`config.mk`:
```
export PLATFORM = sky130hd
export DESIGN_NAME = spc_seq
export DESIGN_NICKNAME = d
export VERILOG_FILES = /design/src/rtl/assert_macros.svh /design/src/rtl/spc_pkg.sv /design/src/rtl/spc_seq.sv
export SDC_FILE = /design/constraint.sdc
export NUM_CORES = 1
export LEC_CHECK = 0
export BUFFER_PORTS_ARGS = -buffer_cell sky130_fd_sc_hd__clkbuf_2
export CAP_MARGIN = 15
export CORE_MARGIN = 3
export CORE_UTILIZATION = 48
export CTS_CLUSTER_DIAMETER = 200
export CTS_CLUSTER_SIZE = 8
export DETAILED_ROUTE_END_ITERATION = 16
export PLACE_DENSITY_LB_ADDON = 0.3
export SLEW_MARGIN = 20
export SYNTH_ARGS = -nofsm -noshare
export SYNTH_HDL_FRONTEND = slang
export SYNTH_SLANG_ARGS = --single-unit
```
`constraint.sdc`:
```
create_clock -name clk -period 7.5 [get_ports clk]
set_clock_uncertainty 0.1 [all_clocks]
set_input_delay 1.125 -clock clk [delete_from_list [all_inputs] [get_ports clk]]
set_output_delay 1.125 -clock clk [all_outputs]
set_load 0.05 [all_outputs]
```
`src/rtl/assert_macros.svh`:
```
// ----------------------------------------------------------------------------
// assert_macros.svh
// Concurrent assertion shorthands used by the sieve prime counter top level.
// ----------------------------------------------------------------------------
`ifndef ASSERT_MACROS_SVH
`define ASSERT_MACROS_SVH

// Consequent must hold in the same cycle as the antecedent.
`define SPC_CHK_SAME(lbl, clk, rst, ante, cons) \
  lbl: assert property (@(posedge clk) disable iff (rst) (ante) |-> (cons)) \
    else $error("spc assertion failed");

// Consequent must hold in the cycle after the antecedent.
`define SPC_CHK_NEXT(lbl, clk, rst, ante, cons) \
  lbl: assert property (@(posedge clk) disable iff (rst) (ante) |=> (cons)) \
    else $error("spc assertion failed");

// Delayed form: the consequent must hold after the antecedent, not in its cycle.
`define SPC_CHK_TWO(lbl, clk, rst, ante, cons) \
  lbl: assert property (@(posedge clk) disable iff (rst) (ante) |-> ##2 (cons)) \
    else $error("spc assertion failed");

`endif

```
`src/rtl/spc_pkg.sv`:
```
`timescale 1ns / 1ps
// ----------------------------------------------------------------------------
// spc_pkg
// Widths, control word layout and microprogram of the sieve prime counter.
// ----------------------------------------------------------------------------
package spc_pkg;

  // Field and register widths
  localparam int unsigned LIM_W  = 16;          // limit field
  localparam int unsigned CNT_W  = 13;          // prime_count field
  localparam int unsigned K_W    = LIM_W + 1;   // index, may pass the limit
  localparam int unsigned P_W    = LIM_W / 2 + 1; // base prime, up to one past sqrt
  localparam int unsigned STEP_W = 4;
  localparam int unsigned DEPTH  = 2 ** LIM_W;  // sieve store entries

  localparam int unsigned FIRST_PRIME = 2;

  typedef logic [STEP_W-1:0] step_t;

  // Microprogram step addresses
  localparam step_t STEP_IDLE   = 4'd0;
  localparam step_t STEP_CHK    = 4'd1;
  localparam step_t STEP_INIT   = 4'd2;
  localparam step_t STEP_PSET   = 4'd3;
  localparam step_t STEP_PTEST  = 4'd4;
  localparam step_t STEP_PCHK   = 4'd5;
  localparam step_t STEP_MARK   = 4'd6;
  localparam step_t STEP_PNEXT  = 4'd7;
  localparam step_t STEP_CSET   = 4'd8;
  localparam step_t STEP_CRUN   = 4'd9;
  localparam step_t STEP_CLAST  = 4'd10;
  localparam step_t STEP_OUT    = 4'd11;
  localparam step_t STEP_RETURN = 4'd12;

  typedef enum logic [2:0] {
    K_HOLD, K_ZERO, K_INC, K_LOAD_SQ, K_ADD_P, K_TWO
  } k_op_t;

  typedef enum logic [1:0] {
    P_HOLD, P_INIT, P_INC
  } p_op_t;

  typedef enum logic [1:0] {
    T_HOLD, T_CLEAR, T_ACC
  } tot_op_t;

  typedef enum logic [1:0] {
    F_HOLD, F_SET, F_CLR
  } pend_op_t;

  // Jump conditions: jump to target when true, otherwise fall through
  typedef enum logic [3:0] {
    C_NEVER, C_ALWAYS, C_NO_IN, C_LIM_SMALL, C_K_NE_LIM,
    C_SQ_GT_LIM, C_BIT_CLEAR, C_KP_LE_LIM, C_NO_OUT
  } cond_t;

  // One control word
  typedef struct packed {
    logic     in_ready;   // accept a limit
    logic     out_valid;  // present the count
    logic     mem_we;     // write the store at k
    logic     wr_init;    // write value: 1 for k >= 2, else 0
    logic     rd_k;       // read address: k, else p
    k_op_t    k_op;
    p_op_t    p_op;
    tot_op_t  tot_op;
    pend_op_t pend_op;
    cond_t    cond;
    step_t    target;
  } uword_t;

  // Flags from datapath to sequencer
  typedef struct packed {
    logic lim_small;
    logic k_eq_lim;
    logic sq_gt_lim;
    logic bit_set;
    logic kp_le_lim;
  } dp_status_t;

  // Microprogram ROM
  function automatic uword_t ucode(input step_t step);
    uword_t w;
    begin
      w = '0;
      case (step)
        STEP_IDLE: begin
          w.in_ready = 1'b1;
          w.k_op     = K_ZERO;
          w.tot_op   = T_CLEAR;
          w.cond     = C_NO_IN;
          w.target   = STEP_IDLE;
        end
        STEP_CHK: begin
          w.cond   = C_LIM_SMALL;
          w.target = STEP_OUT;
        end
        STEP_INIT: begin
          w.mem_we  = 1'b1;
          w.wr_init = 1'b1;
          w.k_op    = K_INC;
          w.cond    = C_K_NE_LIM;
          w.target  = STEP_INIT;
        end
        STEP_PSET: begin
          w.p_op = P_INIT;
        end
        STEP_PTEST: begin
          w.cond   = C_SQ_GT_LIM;
          w.target = STEP_CSET;
        end
        STEP_PCHK: begin
          w.k_op   = K_LOAD_SQ;
          w.cond   = C_BIT_CLEAR;
          w.target = STEP_PNEXT;
        end
        STEP_MARK: begin
          w.mem_we = 1'b1;
          w.k_op   = K_ADD_P;
          w.cond   = C_KP_LE_LIM;
          w.target = STEP_MARK;
        end
        STEP_PNEXT: begin
          w.p_op   = P_INC;
          w.cond   = C_ALWAYS;
          w.target = STEP_PTEST;
        end
        STEP_CSET: begin
          w.k_op    = K_TWO;
          w.tot_op  = T_CLEAR;
          w.pend_op = F_CLR;
        end
        STEP_CRUN: begin
          w.rd_k    = 1'b1;
          w.k_op    = K_INC;
          w.tot_op  = T_ACC;
          w.pend_op = F_SET;
          w.cond    = C_K_NE_LIM;
          w.target  = STEP_CRUN;
        end
        STEP_CLAST: begin
          w.tot_op  = T_ACC;
          w.pend_op = F_CLR;
        end
        STEP_OUT: begin
          w.out_valid = 1'b1;
          w.cond      = C_NO_OUT;
          w.target    = STEP_OUT;
        end
        STEP_RETURN: begin
          w.cond   = C_ALWAYS;
          w.target = STEP_IDLE;
        end
        default: begin
          w.cond   = C_ALWAYS;
          w.target = STEP_IDLE;
        end
      endcase
      return w;
    end
  endfunction

endpackage

```
`src/rtl/spc_seq.sv`:
```
`timescale 1ns / 1ps
// ----------------------------------------------------------------------------
// spc_seq
// Microcode sequencer: step counter, control ROM and conditional jumps.
// ----------------------------------------------------------------------------
module spc_seq (
  input  logic                clk,
  input  logic                rst,
  input  spc_pkg::dp_status_t st,
  input  logic                in_valid,
  input  logic                out_ready,
  output spc_pkg::uword_t     uw
);

  spc_pkg::step_t pc;
  spc_pkg::step_t pc_next;
  logic           take;

  // Control word for the current step
  assign uw = spc_pkg::ucode(pc);

  // Jump condition select
  always_comb begin
    case (uw.cond)
      spc_pkg::C_NEVER:     take = 1'b0;
      spc_pkg::C_ALWAYS:    take = 1'b1;
      spc_pkg::C_NO_IN:     take = !in_valid;
      spc_pkg::C_LIM_SMALL: take = st.lim_small;
      spc_pkg::C_K_NE_LIM:  take = !st.k_eq_lim;
      spc_pkg::C_SQ_GT_LIM: take = st.sq_gt_lim;
      spc_pkg::C_BIT_CLEAR: take = !st.bit_set;
      spc_pkg::C_KP_LE_LIM: take = st.kp_le_lim;
      spc_pkg::C_NO_OUT:    take = !out_ready;
      default:              take = 1'b1;
    endcase
  end

  assign pc_next = take ? uw.target : spc_pkg::step_t'(pc + 1'b1);

  // Step counter
  always_ff @(posedge clk) begin
    if (rst) begin
      pc <= spc_pkg::STEP_IDLE;
    end else begin
      pc <= pc_next;
    end
  end

endmodule

```
Word level (Yosys, flattened, before mapping)
Cells that the tools add are included.
- $add $sub $neg: 1
- multiplexer cells: 12
- eq/ne operators: 18
- reductions and logical operators: 12
- operators by type and width (cell ; count):
    $pmux W8 S10 ; 1
    $eq A4 B3 Y1 const B ; 8
    $eq A4 B4 Y1 const B ; 5
    $eq A4 B2 Y1 const B ; 4
    $pmux W3 S5 ; 1
    $pmux W2 S2 ; 3
    $reduce_or A2 Y1 ; 5
    $logic_not A4 Y1 ; 2
    $pmux W1 S8 ; 1
    $mux W1 ; 5
    $add A4 B1 Y4 const B ; 1
    $eq A4 B1 Y1 const B ; 1
    $logic_not A1 Y1 ; 4
    $mux W4 ; 1
    $reduce_or A3 Y1 ; 1
- input port bits: 9
- flip-flop bits (word level): 4
- word-level logic and storage cells: 44

Depth between registers and ports, before layout
- depth after elaboration: 6
- mapped depth: 9
- depth with buffers taken out: 8

Worst setup path after synthesis
Ideal clock, no wire load.
- kind: register -> output
- from: register pc[0]
- to: output port uw[15] (netlist name)
- required time: 6.275 ns
- slack: 3.398 ns
- arrival time: 2.877 ns
- stages on the path, launching flop included: 7
- cell sequence: dfxtp_1 inv_1 ha_1 clkbuf_1 nor2b_1 a21oi_1 o21ai_0
- RTL lines (item ; RTL line ; source):
    from (decl) ; spc_seq.sv:15 ; spc_pkg::step_t pc;
    from (signal assigned) ; spc_seq.sv:43 ; pc <= spc_pkg::STEP_IDLE;
    from (signal assigned) ; spc_seq.sv:45 ; pc <= pc_next;
    to (decl) ; spc_seq.sv:12 ; output spc_pkg::uword_t uw

==> impl_metrics.toml <==
[outcome]
outcome = "finished clean"

[finish]
nets = 138
multiInputGateArea_sq_um = 508.0
area_growth_pct = 23.05
fillCellCount = 110
n_antenna_cell = 0
final_layout_size_suffix_gt1_frac = 0.3333
seq_area_sq_um = 80.08
max_flop_register = "pc"
largestRegisters = "pc x4"
largest_reg_flops = 4

[global_routing]
overflow = 0
antenna_found_initial = 0
grt_pass1_wl_um = 2718
grtUsageTotal = 0.1873
grt_max_degree = 22
grt_pass1_vias = 618

[cts]
cts_setup_buffers = 0
cts-root-buf = "clkbuf_4"
cts_tree = "yes"
hold_buffers = 0
clock_latency_ps = 230
clk_pin_slew_worst_paths_ps = 40
htree_levels = 1
cts_resized = 0
cts_buffers = 3
clockBufferDepth = 2
cts_num_sinks = 4

[route]
firstDrtPassIters = 5
num_vias = 746
first_iter_violations = 9
drc_errors = 0
wl_per_cell_um = 12.05
wl_um = 1651
avgViaCountPerCell = 5.445
ant_nets = 0

[sta]
fin_crit_sh = 0.4184
final.min_clock_period_ps = 3138
rsz0062_at_grt = "false"
tns_ps = 0
setup_viol = 0
drv_slew = 0
tightestPinTransition_ps = 606.3
timing.fmax_mhz = 318.7
max-slew-margin-rel = 0.5952
hold_viol_final = 0

[min_path]
min_path_type = "flip-flop to flip-flop"

[flow_run]
maxCapViolCount = 0

[yosys]
synth_area_sq_um = 656.9
synth-seq-cells = 4
ys_warn_count = 0
synth_cell_types = 38
avgSynthCellArea_sq_um = 6.703
synthesis.nets = 111
syn_inst = 98
yosysSeqAreaShare = 0.1219

[place]
port_buffers = 30
dpl.hpwl_um = 1280
gp_congestion = 0.7844

[floorplanning]
die_h_um = 43.00
fp.dieArea_sq_um = 1849
num_io_pins = 31
fp.dieW_um = 43.00
core_area_sq_um = 1186
initial_core_util = 0.5538
rows = 12

[setup_path]
worstPathRequired_ps = 6270
criticalPathCategory = "flip-flop to primary output"
start_kind = "flip-flop"
endpoint_kind = "primary output"
critPathMaxFanout = 9
arrival_ps = 1910
==> synth_stat cells (all sizes together) <==
cell    count  area [sq um]
nand3       1         5.000
and2        1         7.510
o21bai      1         7.510
ha          4         50.05
nor2       17         63.81
o21a        3         22.52
o21ai       6         30.02
nor2b       3         18.77
o22ai       1         6.260
nand2b      3         18.77
nor3        2         10.01
mux2i       2         20.02
dfxtp       4         80.08
nand2       5         18.77
o31ai       2         15.01
and3        1         6.260
a21o        1         8.760
or2b        1         7.510
o211ai      3         27.52
xor2        1         8.760
or4         2         15.01
a22o        1         8.760
xnor2       1         8.760
inv         8         30.03
a21oi       8         40.04
o311a       1         11.26
and4        1         11.26
o41ai       2         17.52
buf         3         20.01
or2         1         6.260
clkbuf      5         18.77
or4b        1         13.76
o211a       1         10.01
a211oi      1         12.51
==> worst paths after layout <==
path                                       start                to  slack (ps)  cells after the start
worst max-delay path            pc[0]$_SDFF_PP0_             uw[4]        4360                      8
worst min-delay path            pc[0]$_SDFF_PP0_  pc[0]$_SDFF_PP0_         450                      1
worst max register to register  pc[0]$_SDFF_PP0_  pc[3]$_SDFF_PP0_        4760                      8
worst min register to register  pc[0]$_SDFF_PP0_  pc[0]$_SDFF_PP0_         450                      1
==> area by class of cell <==
cell class | instances | share of cell area
inverter | 8 | 0.03715
multi-input combinational | 78 | 0.6285
tap | 14 | 0.02167
timing repair buffer | 30 | 0.1858
sequential | 4 | 0.09907
clock buffer | 3 | 0.02786
==> worst max-delay path: stages (launching register included) <==
cell,delay [ps]
dfxtp_1,400
inv_1,90
ha_1,310
nor3_1,250
nor2_1,60
a21oi_1,140
nor2_1,50
nor2_1,100
clkbuf_2,280
==> through the flow <==
step	hold slack (ps)	instance area, sq um	utilization	setup WS [ps]	std cells
after floorplan	402.5	656.9	-	3398	98
after global placement	441.0	785.8	0.6624	4645	134
after detailed placement	445.8	785.8	0.6624	4620	134
after CTS	454.4	808.3	0.6814	4362	137
after global routing	504.2	808.3	0.6814	4138	137
final	455.0	808.3	0.6814	4362	137
==> cells by family (layout without fill, tap and decap cells) <==
logic type                 Yosys count  in the layout  synth area share
DFF                                  4              4            0.1219
muxes                                2              2           0.03048
AOI/OAI and AO/OA                   31             31            0.3314
adders and majority gates            4              4           0.07619
xor gates and xnor gates             2              2           0.02667
buffers and inverters               16             41            0.1048
and+or+nand+nor                     39             39            0.3086
==> layout by cell type, fill, tap and decap left out, types with 2 or more instances in the layout <==
master,count
a21oi_1,8
clkbuf_2,30
clkbuf_4,3
dfxtp_1,4
ha_1,4
inv_1,8
mux2i_1,2
nand2_1,5
nand2b_1,3
nor2_1,17
nor2b_1,3
nor3_1,2
o211ai_1,2
o21a_1,3
o21ai_0,5
o31ai_1,2
o41ai_1,2
or4_1,2
==> routing by layer <==
layer	global-route usage	share of wire	up-vias
met1	0.2432	0.47	327
li1	-	-	393
met3	0.05932	0.075	2
met2	0.3024	0.45	24
met5	0	0	-
met4	0.03614	0.0036	0
Power is left out: the tool's default activity adds up to more than one toggle a clock period on the data nets, which glitch-free logic cannot reach.
