==> src/rtl/assert_macros.svh <==
// ----------------------------------------------------------------------------
// assert_macros.svh
// Concurrent assertion shorthands used by the sieve prime counter top level.
// ----------------------------------------------------------------------------
`ifndef ASSERT_MACROS_SVH
`define ASSERT_MACROS_SVH

// Consequent must hold in the same cycle as the antecedent.
`define SPC_CHK_SAME(lbl, clk, rst, ante, cons) \
  lbl: assert property (@(posedge clk) disable iff (rst) (ante) |-> (cons)) \
    else $error("spc assertion failed");

// Consequent must hold in the cycle after the antecedent.
`define SPC_CHK_NEXT(lbl, clk, rst, ante, cons) \
  lbl: assert property (@(posedge clk) disable iff (rst) (ante) |=> (cons)) \
    else $error("spc assertion failed");

// Delayed form: the consequent must hold after the antecedent, not in its cycle.
`define SPC_CHK_TWO(lbl, clk, rst, ante, cons) \
  lbl: assert property (@(posedge clk) disable iff (rst) (ante) |-> ##2 (cons)) \
    else $error("spc assertion failed");

`endif

==> src/rtl/spc_pkg.sv <==
`timescale 1ns / 1ps
// ----------------------------------------------------------------------------
// spc_pkg
// Widths, control word layout and microprogram of the sieve prime counter.
// ----------------------------------------------------------------------------
package spc_pkg;

  // Field and register widths
  localparam int unsigned LIM_W  = 16;          // limit field
  localparam int unsigned CNT_W  = 13;          // prime_count field
  localparam int unsigned K_W    = LIM_W + 1;   // index, may pass the limit
  localparam int unsigned P_W    = LIM_W / 2 + 1; // base prime, up to one past sqrt
  localparam int unsigned STEP_W = 4;
  localparam int unsigned DEPTH  = 2 ** LIM_W;  // sieve store entries

  localparam int unsigned FIRST_PRIME = 2;

  typedef logic [STEP_W-1:0] step_t;

  // Microprogram step addresses
  localparam step_t STEP_IDLE   = 4'd0;
  localparam step_t STEP_CHK    = 4'd1;
  localparam step_t STEP_INIT   = 4'd2;
  localparam step_t STEP_PSET   = 4'd3;
  localparam step_t STEP_PTEST  = 4'd4;
  localparam step_t STEP_PCHK   = 4'd5;
  localparam step_t STEP_MARK   = 4'd6;
  localparam step_t STEP_PNEXT  = 4'd7;
  localparam step_t STEP_CSET   = 4'd8;
  localparam step_t STEP_CRUN   = 4'd9;
  localparam step_t STEP_CLAST  = 4'd10;
  localparam step_t STEP_OUT    = 4'd11;
  localparam step_t STEP_RETURN = 4'd12;

  typedef enum logic [2:0] {
    K_HOLD, K_ZERO, K_INC, K_LOAD_SQ, K_ADD_P, K_TWO
  } k_op_t;

  typedef enum logic [1:0] {
    P_HOLD, P_INIT, P_INC
  } p_op_t;

  typedef enum logic [1:0] {
    T_HOLD, T_CLEAR, T_ACC
  } tot_op_t;

  typedef enum logic [1:0] {
    F_HOLD, F_SET, F_CLR
  } pend_op_t;

  // Jump conditions: jump to target when true, otherwise fall through
  typedef enum logic [3:0] {
    C_NEVER, C_ALWAYS, C_NO_IN, C_LIM_SMALL, C_K_NE_LIM,
    C_SQ_GT_LIM, C_BIT_CLEAR, C_KP_LE_LIM, C_NO_OUT
  } cond_t;

  // One control word
  typedef struct packed {
    logic     in_ready;   // accept a limit
    logic     out_valid;  // present the count
    logic     mem_we;     // write the store at k
    logic     wr_init;    // write value: 1 for k >= 2, else 0
    logic     rd_k;       // read address: k, else p
    k_op_t    k_op;
    p_op_t    p_op;
    tot_op_t  tot_op;
    pend_op_t pend_op;
    cond_t    cond;
    step_t    target;
  } uword_t;

  // Flags from datapath to sequencer
  typedef struct packed {
    logic lim_small;
    logic k_eq_lim;
    logic sq_gt_lim;
    logic bit_set;
    logic kp_le_lim;
  } dp_status_t;

  // Microprogram ROM
  function automatic uword_t ucode(input step_t step);
    uword_t w;
    begin
      w = '0;
      case (step)
        STEP_IDLE: begin
          w.in_ready = 1'b1;
          w.k_op     = K_ZERO;
          w.tot_op   = T_CLEAR;
          w.cond     = C_NO_IN;
          w.target   = STEP_IDLE;
        end
        STEP_CHK: begin
          w.cond   = C_LIM_SMALL;
          w.target = STEP_OUT;
        end
        STEP_INIT: begin
          w.mem_we  = 1'b1;
          w.wr_init = 1'b1;
          w.k_op    = K_INC;
          w.cond    = C_K_NE_LIM;
          w.target  = STEP_INIT;
        end
        STEP_PSET: begin
          w.p_op = P_INIT;
        end
        STEP_PTEST: begin
          w.cond   = C_SQ_GT_LIM;
          w.target = STEP_CSET;
        end
        STEP_PCHK: begin
          w.k_op   = K_LOAD_SQ;
          w.cond   = C_BIT_CLEAR;
          w.target = STEP_PNEXT;
        end
        STEP_MARK: begin
          w.mem_we = 1'b1;
          w.k_op   = K_ADD_P;
          w.cond   = C_KP_LE_LIM;
          w.target = STEP_MARK;
        end
        STEP_PNEXT: begin
          w.p_op   = P_INC;
          w.cond   = C_ALWAYS;
          w.target = STEP_PTEST;
        end
        STEP_CSET: begin
          w.k_op    = K_TWO;
          w.tot_op  = T_CLEAR;
          w.pend_op = F_CLR;
        end
        STEP_CRUN: begin
          w.rd_k    = 1'b1;
          w.k_op    = K_INC;
          w.tot_op  = T_ACC;
          w.pend_op = F_SET;
          w.cond    = C_K_NE_LIM;
          w.target  = STEP_CRUN;
        end
        STEP_CLAST: begin
          w.tot_op  = T_ACC;
          w.pend_op = F_CLR;
        end
        STEP_OUT: begin
          w.out_valid = 1'b1;
          w.cond      = C_NO_OUT;
          w.target    = STEP_OUT;
        end
        STEP_RETURN: begin
          w.cond   = C_ALWAYS;
          w.target = STEP_IDLE;
        end
        default: begin
          w.cond   = C_ALWAYS;
          w.target = STEP_IDLE;
        end
      endcase
      return w;
    end
  endfunction

endpackage

==> src/rtl/spc_dp.sv <==
`timescale 1ns / 1ps
// ----------------------------------------------------------------------------
// spc_dp
// Sieve datapath: limit, index, base prime, its square and the prime tally.
// ----------------------------------------------------------------------------
module spc_dp (
  input  logic                      clk,
  input  logic                      rst,
  input  spc_pkg::uword_t           uw,
  input  logic                      in_accept,
  input  logic [spc_pkg::LIM_W-1:0] limit,
  input  logic                      rdata,
  output spc_pkg::dp_status_t       st,
  output logic                      mem_we,
  output logic [spc_pkg::LIM_W-1:0] waddr,
  output logic                      wdata,
  output logic [spc_pkg::LIM_W-1:0] raddr,
  output logic [spc_pkg::CNT_W-1:0] prime_count
);

  logic [spc_pkg::LIM_W-1:0] lim;
  logic [spc_pkg::K_W-1:0]   k;
  logic [spc_pkg::K_W-1:0]   k_next;
  logic [spc_pkg::P_W-1:0]   p;
  logic [spc_pkg::K_W-1:0]   sq;
  logic [spc_pkg::CNT_W-1:0] total;
  logic                      pend;
  logic [spc_pkg::K_W-1:0]   lim_ext;
  logic [spc_pkg::K_W-1:0]   k_plus_p;

  assign lim_ext  = spc_pkg::K_W'(lim);
  assign k_plus_p = k + spc_pkg::K_W'(p);

  // Flags for the sequencer
  assign st.lim_small = lim < spc_pkg::LIM_W'(spc_pkg::FIRST_PRIME);
  assign st.k_eq_lim  = k == lim_ext;
  assign st.sq_gt_lim = sq > lim_ext;
  assign st.bit_set   = rdata;
  assign st.kp_le_lim = k_plus_p <= lim_ext;

  // Store ports: entries 0 and 1 start cleared, the rest as candidates
  assign mem_we = uw.mem_we;
  assign waddr  = k[spc_pkg::LIM_W-1:0];
  assign wdata  = uw.wr_init ? (k >= spc_pkg::K_W'(spc_pkg::FIRST_PRIME)) : 1'b0;
  assign raddr  = uw.rd_k ? k[spc_pkg::LIM_W-1:0] : spc_pkg::LIM_W'(p);

  assign prime_count = total;

  // Index update
  always_comb begin
    case (uw.k_op)
      spc_pkg::K_HOLD:    k_next = k;
      spc_pkg::K_ZERO:    k_next = '0;
      spc_pkg::K_INC:     k_next = k + 1'b1;
      spc_pkg::K_LOAD_SQ: k_next = sq;
      spc_pkg::K_ADD_P:   k_next = k_plus_p;
      spc_pkg::K_TWO:     k_next = spc_pkg::K_W'(spc_pkg::FIRST_PRIME);
      default:            k_next = k;
    endcase
  end

  // Payload registers
  always_ff @(posedge clk) begin
    if (in_accept) begin
      lim <= limit;
    end
    k <= k_next;
    case (uw.p_op)
      spc_pkg::P_INIT: begin
        p  <= spc_pkg::P_W'(spc_pkg::FIRST_PRIME);
        sq <= spc_pkg::K_W'(spc_pkg::FIRST_PRIME * spc_pkg::FIRST_PRIME);
      end
      spc_pkg::P_INC: begin
        // (p+1)^2 = p^2 + 2p + 1
        p  <= p + 1'b1;
        sq <= sq + spc_pkg::K_W'({p, 1'b1});
      end
      default: begin
        p  <= p;
        sq <= sq;
      end
    endcase
    case (uw.tot_op)
      spc_pkg::T_CLEAR: total <= '0;
      spc_pkg::T_ACC:   total <= total + spc_pkg::CNT_W'(pend & rdata);
      default:          total <= total;
    endcase
  end

  // Read-in-flight flag for the counting pass
  always_ff @(posedge clk) begin
    if (rst) begin
      pend <= 1'b0;
    end else begin
      case (uw.pend_op)
        spc_pkg::F_SET: pend <= 1'b1;
        spc_pkg::F_CLR: pend <= 1'b0;
        default:        pend <= pend;
      endcase
    end
  end

endmodule

==> config.mk <==
export PLATFORM = sky130hd
export DESIGN_NAME = spc_dp
export DESIGN_NICKNAME = d
export VERILOG_FILES = /design/src/rtl/assert_macros.svh /design/src/rtl/spc_pkg.sv /design/src/rtl/spc_dp.sv
export SDC_FILE = /design/constraint.sdc
export NUM_CORES = 1
export LEC_CHECK = 0
export ABC_AREA = 1
export BUFFER_PORTS_ARGS = -buffer_cell sky130_fd_sc_hd__buf_2
export CAP_MARGIN = 20
export CORE_MARGIN = 2
export CORE_UTILIZATION = 53
export DETAILED_ROUTE_END_ITERATION = 10
export HOLD_SLACK_MARGIN = 0.1
export PLACE_DENSITY = 0.85
export REMOVE_ABC_BUFFERS = 1
export SLEW_MARGIN = 20
export SYNTH_ARGS = -nofsm -noshare
export SYNTH_HDL_FRONTEND = slang
export SYNTH_SLANG_ARGS = --single-unit
==> constraint.sdc <==
create_clock -name clk -period 3.51 [get_ports clk]
set_clock_uncertainty 0.2 [all_clocks]
set_input_delay 0.702 -clock clk [delete_from_list [all_inputs] [get_ports clk]]
set_output_delay 0.702 -clock clk [all_outputs]
set_load 0.02 [all_outputs]
---- Yosys cells after proc, flatten, opt, wreduce, memory -nomap -nowiden ----
Index checks and enable logic that the tools add are counted.
storage, ports and cells
  word-level logic and storage cells ...... 39
  register bits ........................... 73
  output and inout port bits .............. 52
cells by class
  mux-type cells .......................... 7
  eq/ne operators ......................... 12
  bitwise operators ....................... 1
  add/sub/neg operators ................... 5
  reduce and logical (&&, ||, !) cells .... 4
  order comparisons ....................... 4
operator list
  operator                                                            number
  one-hot mux 17 bit (5 select lines)                                 1
  one-hot mux 17 bit (2 select lines)                                 1
  one-hot mux 13 bit (2 select lines)                                 1
  one-hot mux 9 bit (2 select lines)                                  1
  adder 17 x 1 -> 17 bit, second input constant                       1
  adder 17 x 10 -> 17 bit                                             1
  adder 17 x 9 -> 17 bit                                              1
  equality test 17 x 16 -> 1 bit                                      1
  greater-or-equal comparator 17 x 2 -> 1 bit, second input constant  1
  greater-than comparator 17 x 16 -> 1 bit                            1
  <= comparator 17 x 16 -> 1 bit                                      1
  less-than comparator 16 x 2 -> 1 bit, second input constant         1
  2-to-1 mux 16 bit                                                   1
  adder 13 x 1 -> 13 bit                                              1
  adder 9 x 1 -> 9 bit, second input constant                         1
  equality test 2 x 1 -> 1 bit, second input constant                 3
  equality test 2 bit, second input constant                          3
  equality test 3 x 2 -> 1 bit, second input constant                 2
  equality test 3 bit, second input constant                          2
  nonzero test 2 bit                                                  3
  nonzero test 5 bit                                                  1
  equality test 3 x 1 -> 1 bit, second input constant                 1
  one-hot mux 1 bit (2 select lines)                                  1
  AND 1 bit                                                           1
  2-to-1 mux 1 bit                                                    1

---- Logic depth before layout (Yosys ltp) ----
  word-level depth ........................ 3
  gate-level depth with buffers ........... 22

---- Least setup slack after synthesis ----
Ideal clock, no wire load.
  path kind ............................... register to output
  from .................................... reg k[0] (netlist name)
  to ...................................... out st[0] (netlist name)
  data required time ...................... 2.608 ns
  path buffers ............................ 0
  setup slack ............................. -0.348 ns
  cell stages (with the launch flop) ...... 20
  data arrival time ....................... 2.956 ns
  path through ............................ edfxtp_1 -> ha_1 -> inv_1 -> fa_1 -> nand3b_1 -> nand2_1 -> nand2_1 -> nand3_1 -> nand2_1 -> a21oi_2 -> xor2_1 -> ha_1 -> a21oi_1 -> o31a_1 -> nand2_1 -> nand2_1 -> nand2_1 -> nand2_1 -> nand2_1 -> a21oi_1
RTL lines
  element                 RTL line      RTL
  from (decl)             spc_dp.sv:22  logic [spc_pkg::K_W-1:0] k;
  from (signal assigned)  spc_dp.sv:67  k <= k_next;
  to (decl)               spc_dp.sv:13  output spc_pkg::dp_status_t st,

==> results.py <==
metrics = {
    "timing": {
        "worst_slack_ns": -0.601,
        "rsz0062_at_grt": "yes",
        "fin_crit_ns": 4.11,
        "fmax_ghz": 0.243,
        "fin_worst_hold_slack_ns": 0.294,
        "drv_slew": 0,
        "finalCritPeriodShare_pct": 117,
        "hold_viol": 0,
        "max-slew-margin-rel_pct": 63.7,
        "tightest_slew_ns": 0.544,
        "setup_viol_count_final": 1,
    },
    "routing": {
        "top_layer": "met4",
        "antenna_left": 0,
        "vias": 5682,
        "wl_met1_mm": 6.55,
        "met2_length_mm": 7.47,
        "finalWirelength_mm": 16.1,
        "route.detailed.drc": 0,
        "drt_iter0_markers": 488,
        "first_pass_iters": 6,
        "wire_per_inst_um": 15.8,
        "met3_length_mm": 1.58,
        "viasPerCell": 5.57,
    },
    "min_path": {
        "worstHoldStart": "pend",
        "hp-class": "reg -> reg",
        "hold_path_end": "pend",
        "hold_depth": 2,
    },
    "yosys": {
        "synth_edf_count": 72,
        "synth_area_leaders": "edfxtp_1 36%, ha_1 12%, nand2_1 11%",
        "yosysUniqueCellTypes": 52,
        "yosysWarnings": 0,
        "synth.yosys.seq_area_share_pct": 36.5,
        "synth_area_um2": 5980,
        "synth_seq_cells": 73,
        "netlist_instances": 759,
        "yosys.area.top_type_share_pct": 36.2,
        "synth_async_sr_flop_share_pct": 0,
        "syn_avg_cell_area_um2": 7.88,
        "yosysTopAreaCell": "edfxtp_1",
        "ys.flop_type": "edfxtp_1",
    },
    "clocking": {
        "clkLatencyLatePin_ns": 0.35,
        "cts-root-buf": "clkbuf_16",
        "htree_levels": 3,
        "cts_tree": "yes",
        "cts_buffers": 9,
        "clock_path_buffers": 2,
        "clk_pin_slew_worst_paths_ns": 0.06,
        "clkSinkCount": 73,
    },
    "final_layout": {
        "syn_to_final_growth_pct": 19.8,
        "drive_gt1_share_pct": 21.5,
        "fin_nets": 978,
        "final_util_pct": 65.5,
        "antennaDiodeCount": 0,
    },
    "power_and_ir_drop": {
        "powerDensity_nw_per_um2": 465,
        "leakagePower_uw": 0.00355,
        "irDropWorstVdd_uv": 318,
        "finalPower_uw": 3330,
    },
    "floorplan": {
        "ios": 94,
        "rows": 38,
        "die-area_um2": 12100,
        "core-area_um2": 10900,
        "die_h_um": 110,
        "die_w_um": 110,
        "start_util_pct": 54.7,
    },
    "global_route": {
        "grt_max_degree": 27,
        "grt_pass1_wl_mm": 25.2,
        "grt_usage_pct": 27.9,
        "grt_pass1_vias": 5303,
        "overflow": 0,
        "antenna_found_initial": 0,
    },
    "critical_path": {
        "endpoint_kind": "output port",
        "ff2ff_setup_slack_ns": 0.94,
        "start_kind": "register",
        "critPathKind": "reg -> out",
        "reg2reg_to": "k[16]",
        "r2r-start": "p[0]",
        "cp_data_arrival_time_ns": 3.21,
        "required_ns": 2.61,
        "rr_worst_depth": 16,
        "path_max_fanout": 2,
    },
    "place": {
        "globalplace.congestion": 0.969,
        "port_buffers": 81,
        "dpl.hpwl_mm": 12.3,
    },
    "flow_run": {
        "drv_cap": 0,
    },
    "outcome": {
        "failed_checks": "negative setup slack",
        "outcome": "finished, violations left",
    },
}
==> where the power goes <==
part	leakage (µW)	switching, µW	total, µW	internal, µW
sequential	0.000740	80.4	1150	1070
combinational	0.00264	659	1100	442
clock	0.000167	388	1090	699
==> cells in the final DEF (no fill, tap or decap), types with 2 or more instances in the layout <==
cell type / n
nand3_1: 38
xnor2_1: 5
nor2_2: 4
a21oi_2: 3
ha_1: 57
or2_2: 3
a21oi_1: 50
o22ai_1: 4
bufinv_16: 3
xor2_1: 12
nor3b_1: 3
clkbuf_16: 9
o21a_1: 5
nand2_1: 179
inv_1: 112
a22oi_1: 3
a221oi_1: 2
o21ai_0: 37
nor3_1: 9
nand3_2: 3
buf_4: 59
o221ai_1: 2
o21bai_1: 2
o211ai_1: 5
nor3_4: 3
nor4_1: 3
nor2_1: 60
buf_2: 80
and3_1: 4
nand4_1: 11
nand2_2: 4
clkinv_4: 3
inv_2: 3
o21ai_2: 2
a31oi_1: 4
edfxtp_1: 72
==> flip-flops by register name, summed over array words and instances, names as in the netlist <==
| signal | count |
|---|---|
| p | 9 |
| sq | 17 |
| pend | 1 |
| lim | 16 |
| k | 17 |
| prime_count | 13 |
==> synth_stat cells, types with 5 or more instances <==
cell type	instances
o211ai_1	5
edfxtp_1	72
nand3_1	39
clkbuf_1	7
inv_1	114
buf_4	23
nand4_1	11
xor2_1	12
xnor2_1	5
nand2_1	182
o21ai_0	37
ha_1	58
nor2_1	60
o21a_1	5
a21oi_1	52
nor3_1	10
==> worst max-delay path by stage <==
stage | to | cells after the start | slack [ns] | from
floorplan | st[0] | 19 | -0.49 | k[0]
global placement | st[0] | 20 | -0.27 | p[0]
detailed placement | st[0] | 21 | -0.32 | p[0]
CTS | st[0] | 21 | -0.61 | p[0]
global route | st[0] | 21 | -0.89 | p[0]
finish | st[0] | 21 | -0.60 | p[0]
==> layer usage <==
layer	global-route usage [%]	up-vias
met5	0	-
met1	35.1	2569
met2	46.3	287
met4	12.9	0
li1	-	2778
met3	5.29	48
==> worst max-delay path, stage by stage (launching register included) <==
cell and delay, ns:
edfxtp_1 0.37, ha_2 0.20, inv_2 0.04, fa_2 0.34
nand3b_1 0.18, nand2_2 0.09, buf_4 0.12, a31oi_1 0.08
xnor2_1 0.24, ha_1 0.29, nand2_1 0.06, nand2_1 0.05
a21oi_1 0.12, nand4_1 0.11, nand2_1 0.08, nand2_1 0.05
nand2_1 0.05, nand2_1 0.05, nand2_1 0.06, nand2_1 0.06
a21oi_2 0.12, buf_6 0.13
==> area by class of cell <==
cell class	instances	area, µm²
Fill cell	906	3770
Clock buffer	10	229
Inverter	115	432
Multi-Input combinational cell	537	3180
Sequential cell	73	2180
Clock inverter	6	116
Tap cell	140	175
Timing Repair Buffer	140	855
==> logic make-up after synthesis <==
| family | count (synthesis) | share of synthesized area (%) |
|---|---|---|
| xor gates and xnor gates | 18 | 2.76 |
| and+or+nand+nor | 331 | 24.5 |
| AOI/OAI and AO/OA | 128 | 12.5 |
| DFF | 73 | 36.5 |
| adders and majority gates | 60 | 12.8 |
| buffers and inverters | 149 | 10.9 |
==> per-stage QoR <==
stage	TNS [ns]	setup WS, ns	instance area (µm²)	cells
after floorplan	-0.489	-0.489	5760	725
after global placement	-0.266	-0.266	6760	1002
after detailed placement	-0.322	-0.322	6760	1002
after CTS	-0.614	-0.614	7140	1021
after global routing	-0.885	-0.885	7160	1021
final	-0.601	-0.601	7160	1021
==> timing repair <==
item	in CTS	in global routing
buffers inserted	3	0
cloned	0	0
pin swaps	7	4
endpoints found under the setup margin	1	1
hold buffers	0	0
resized for setup	5	8
Power figures use the tool's default switching activity.
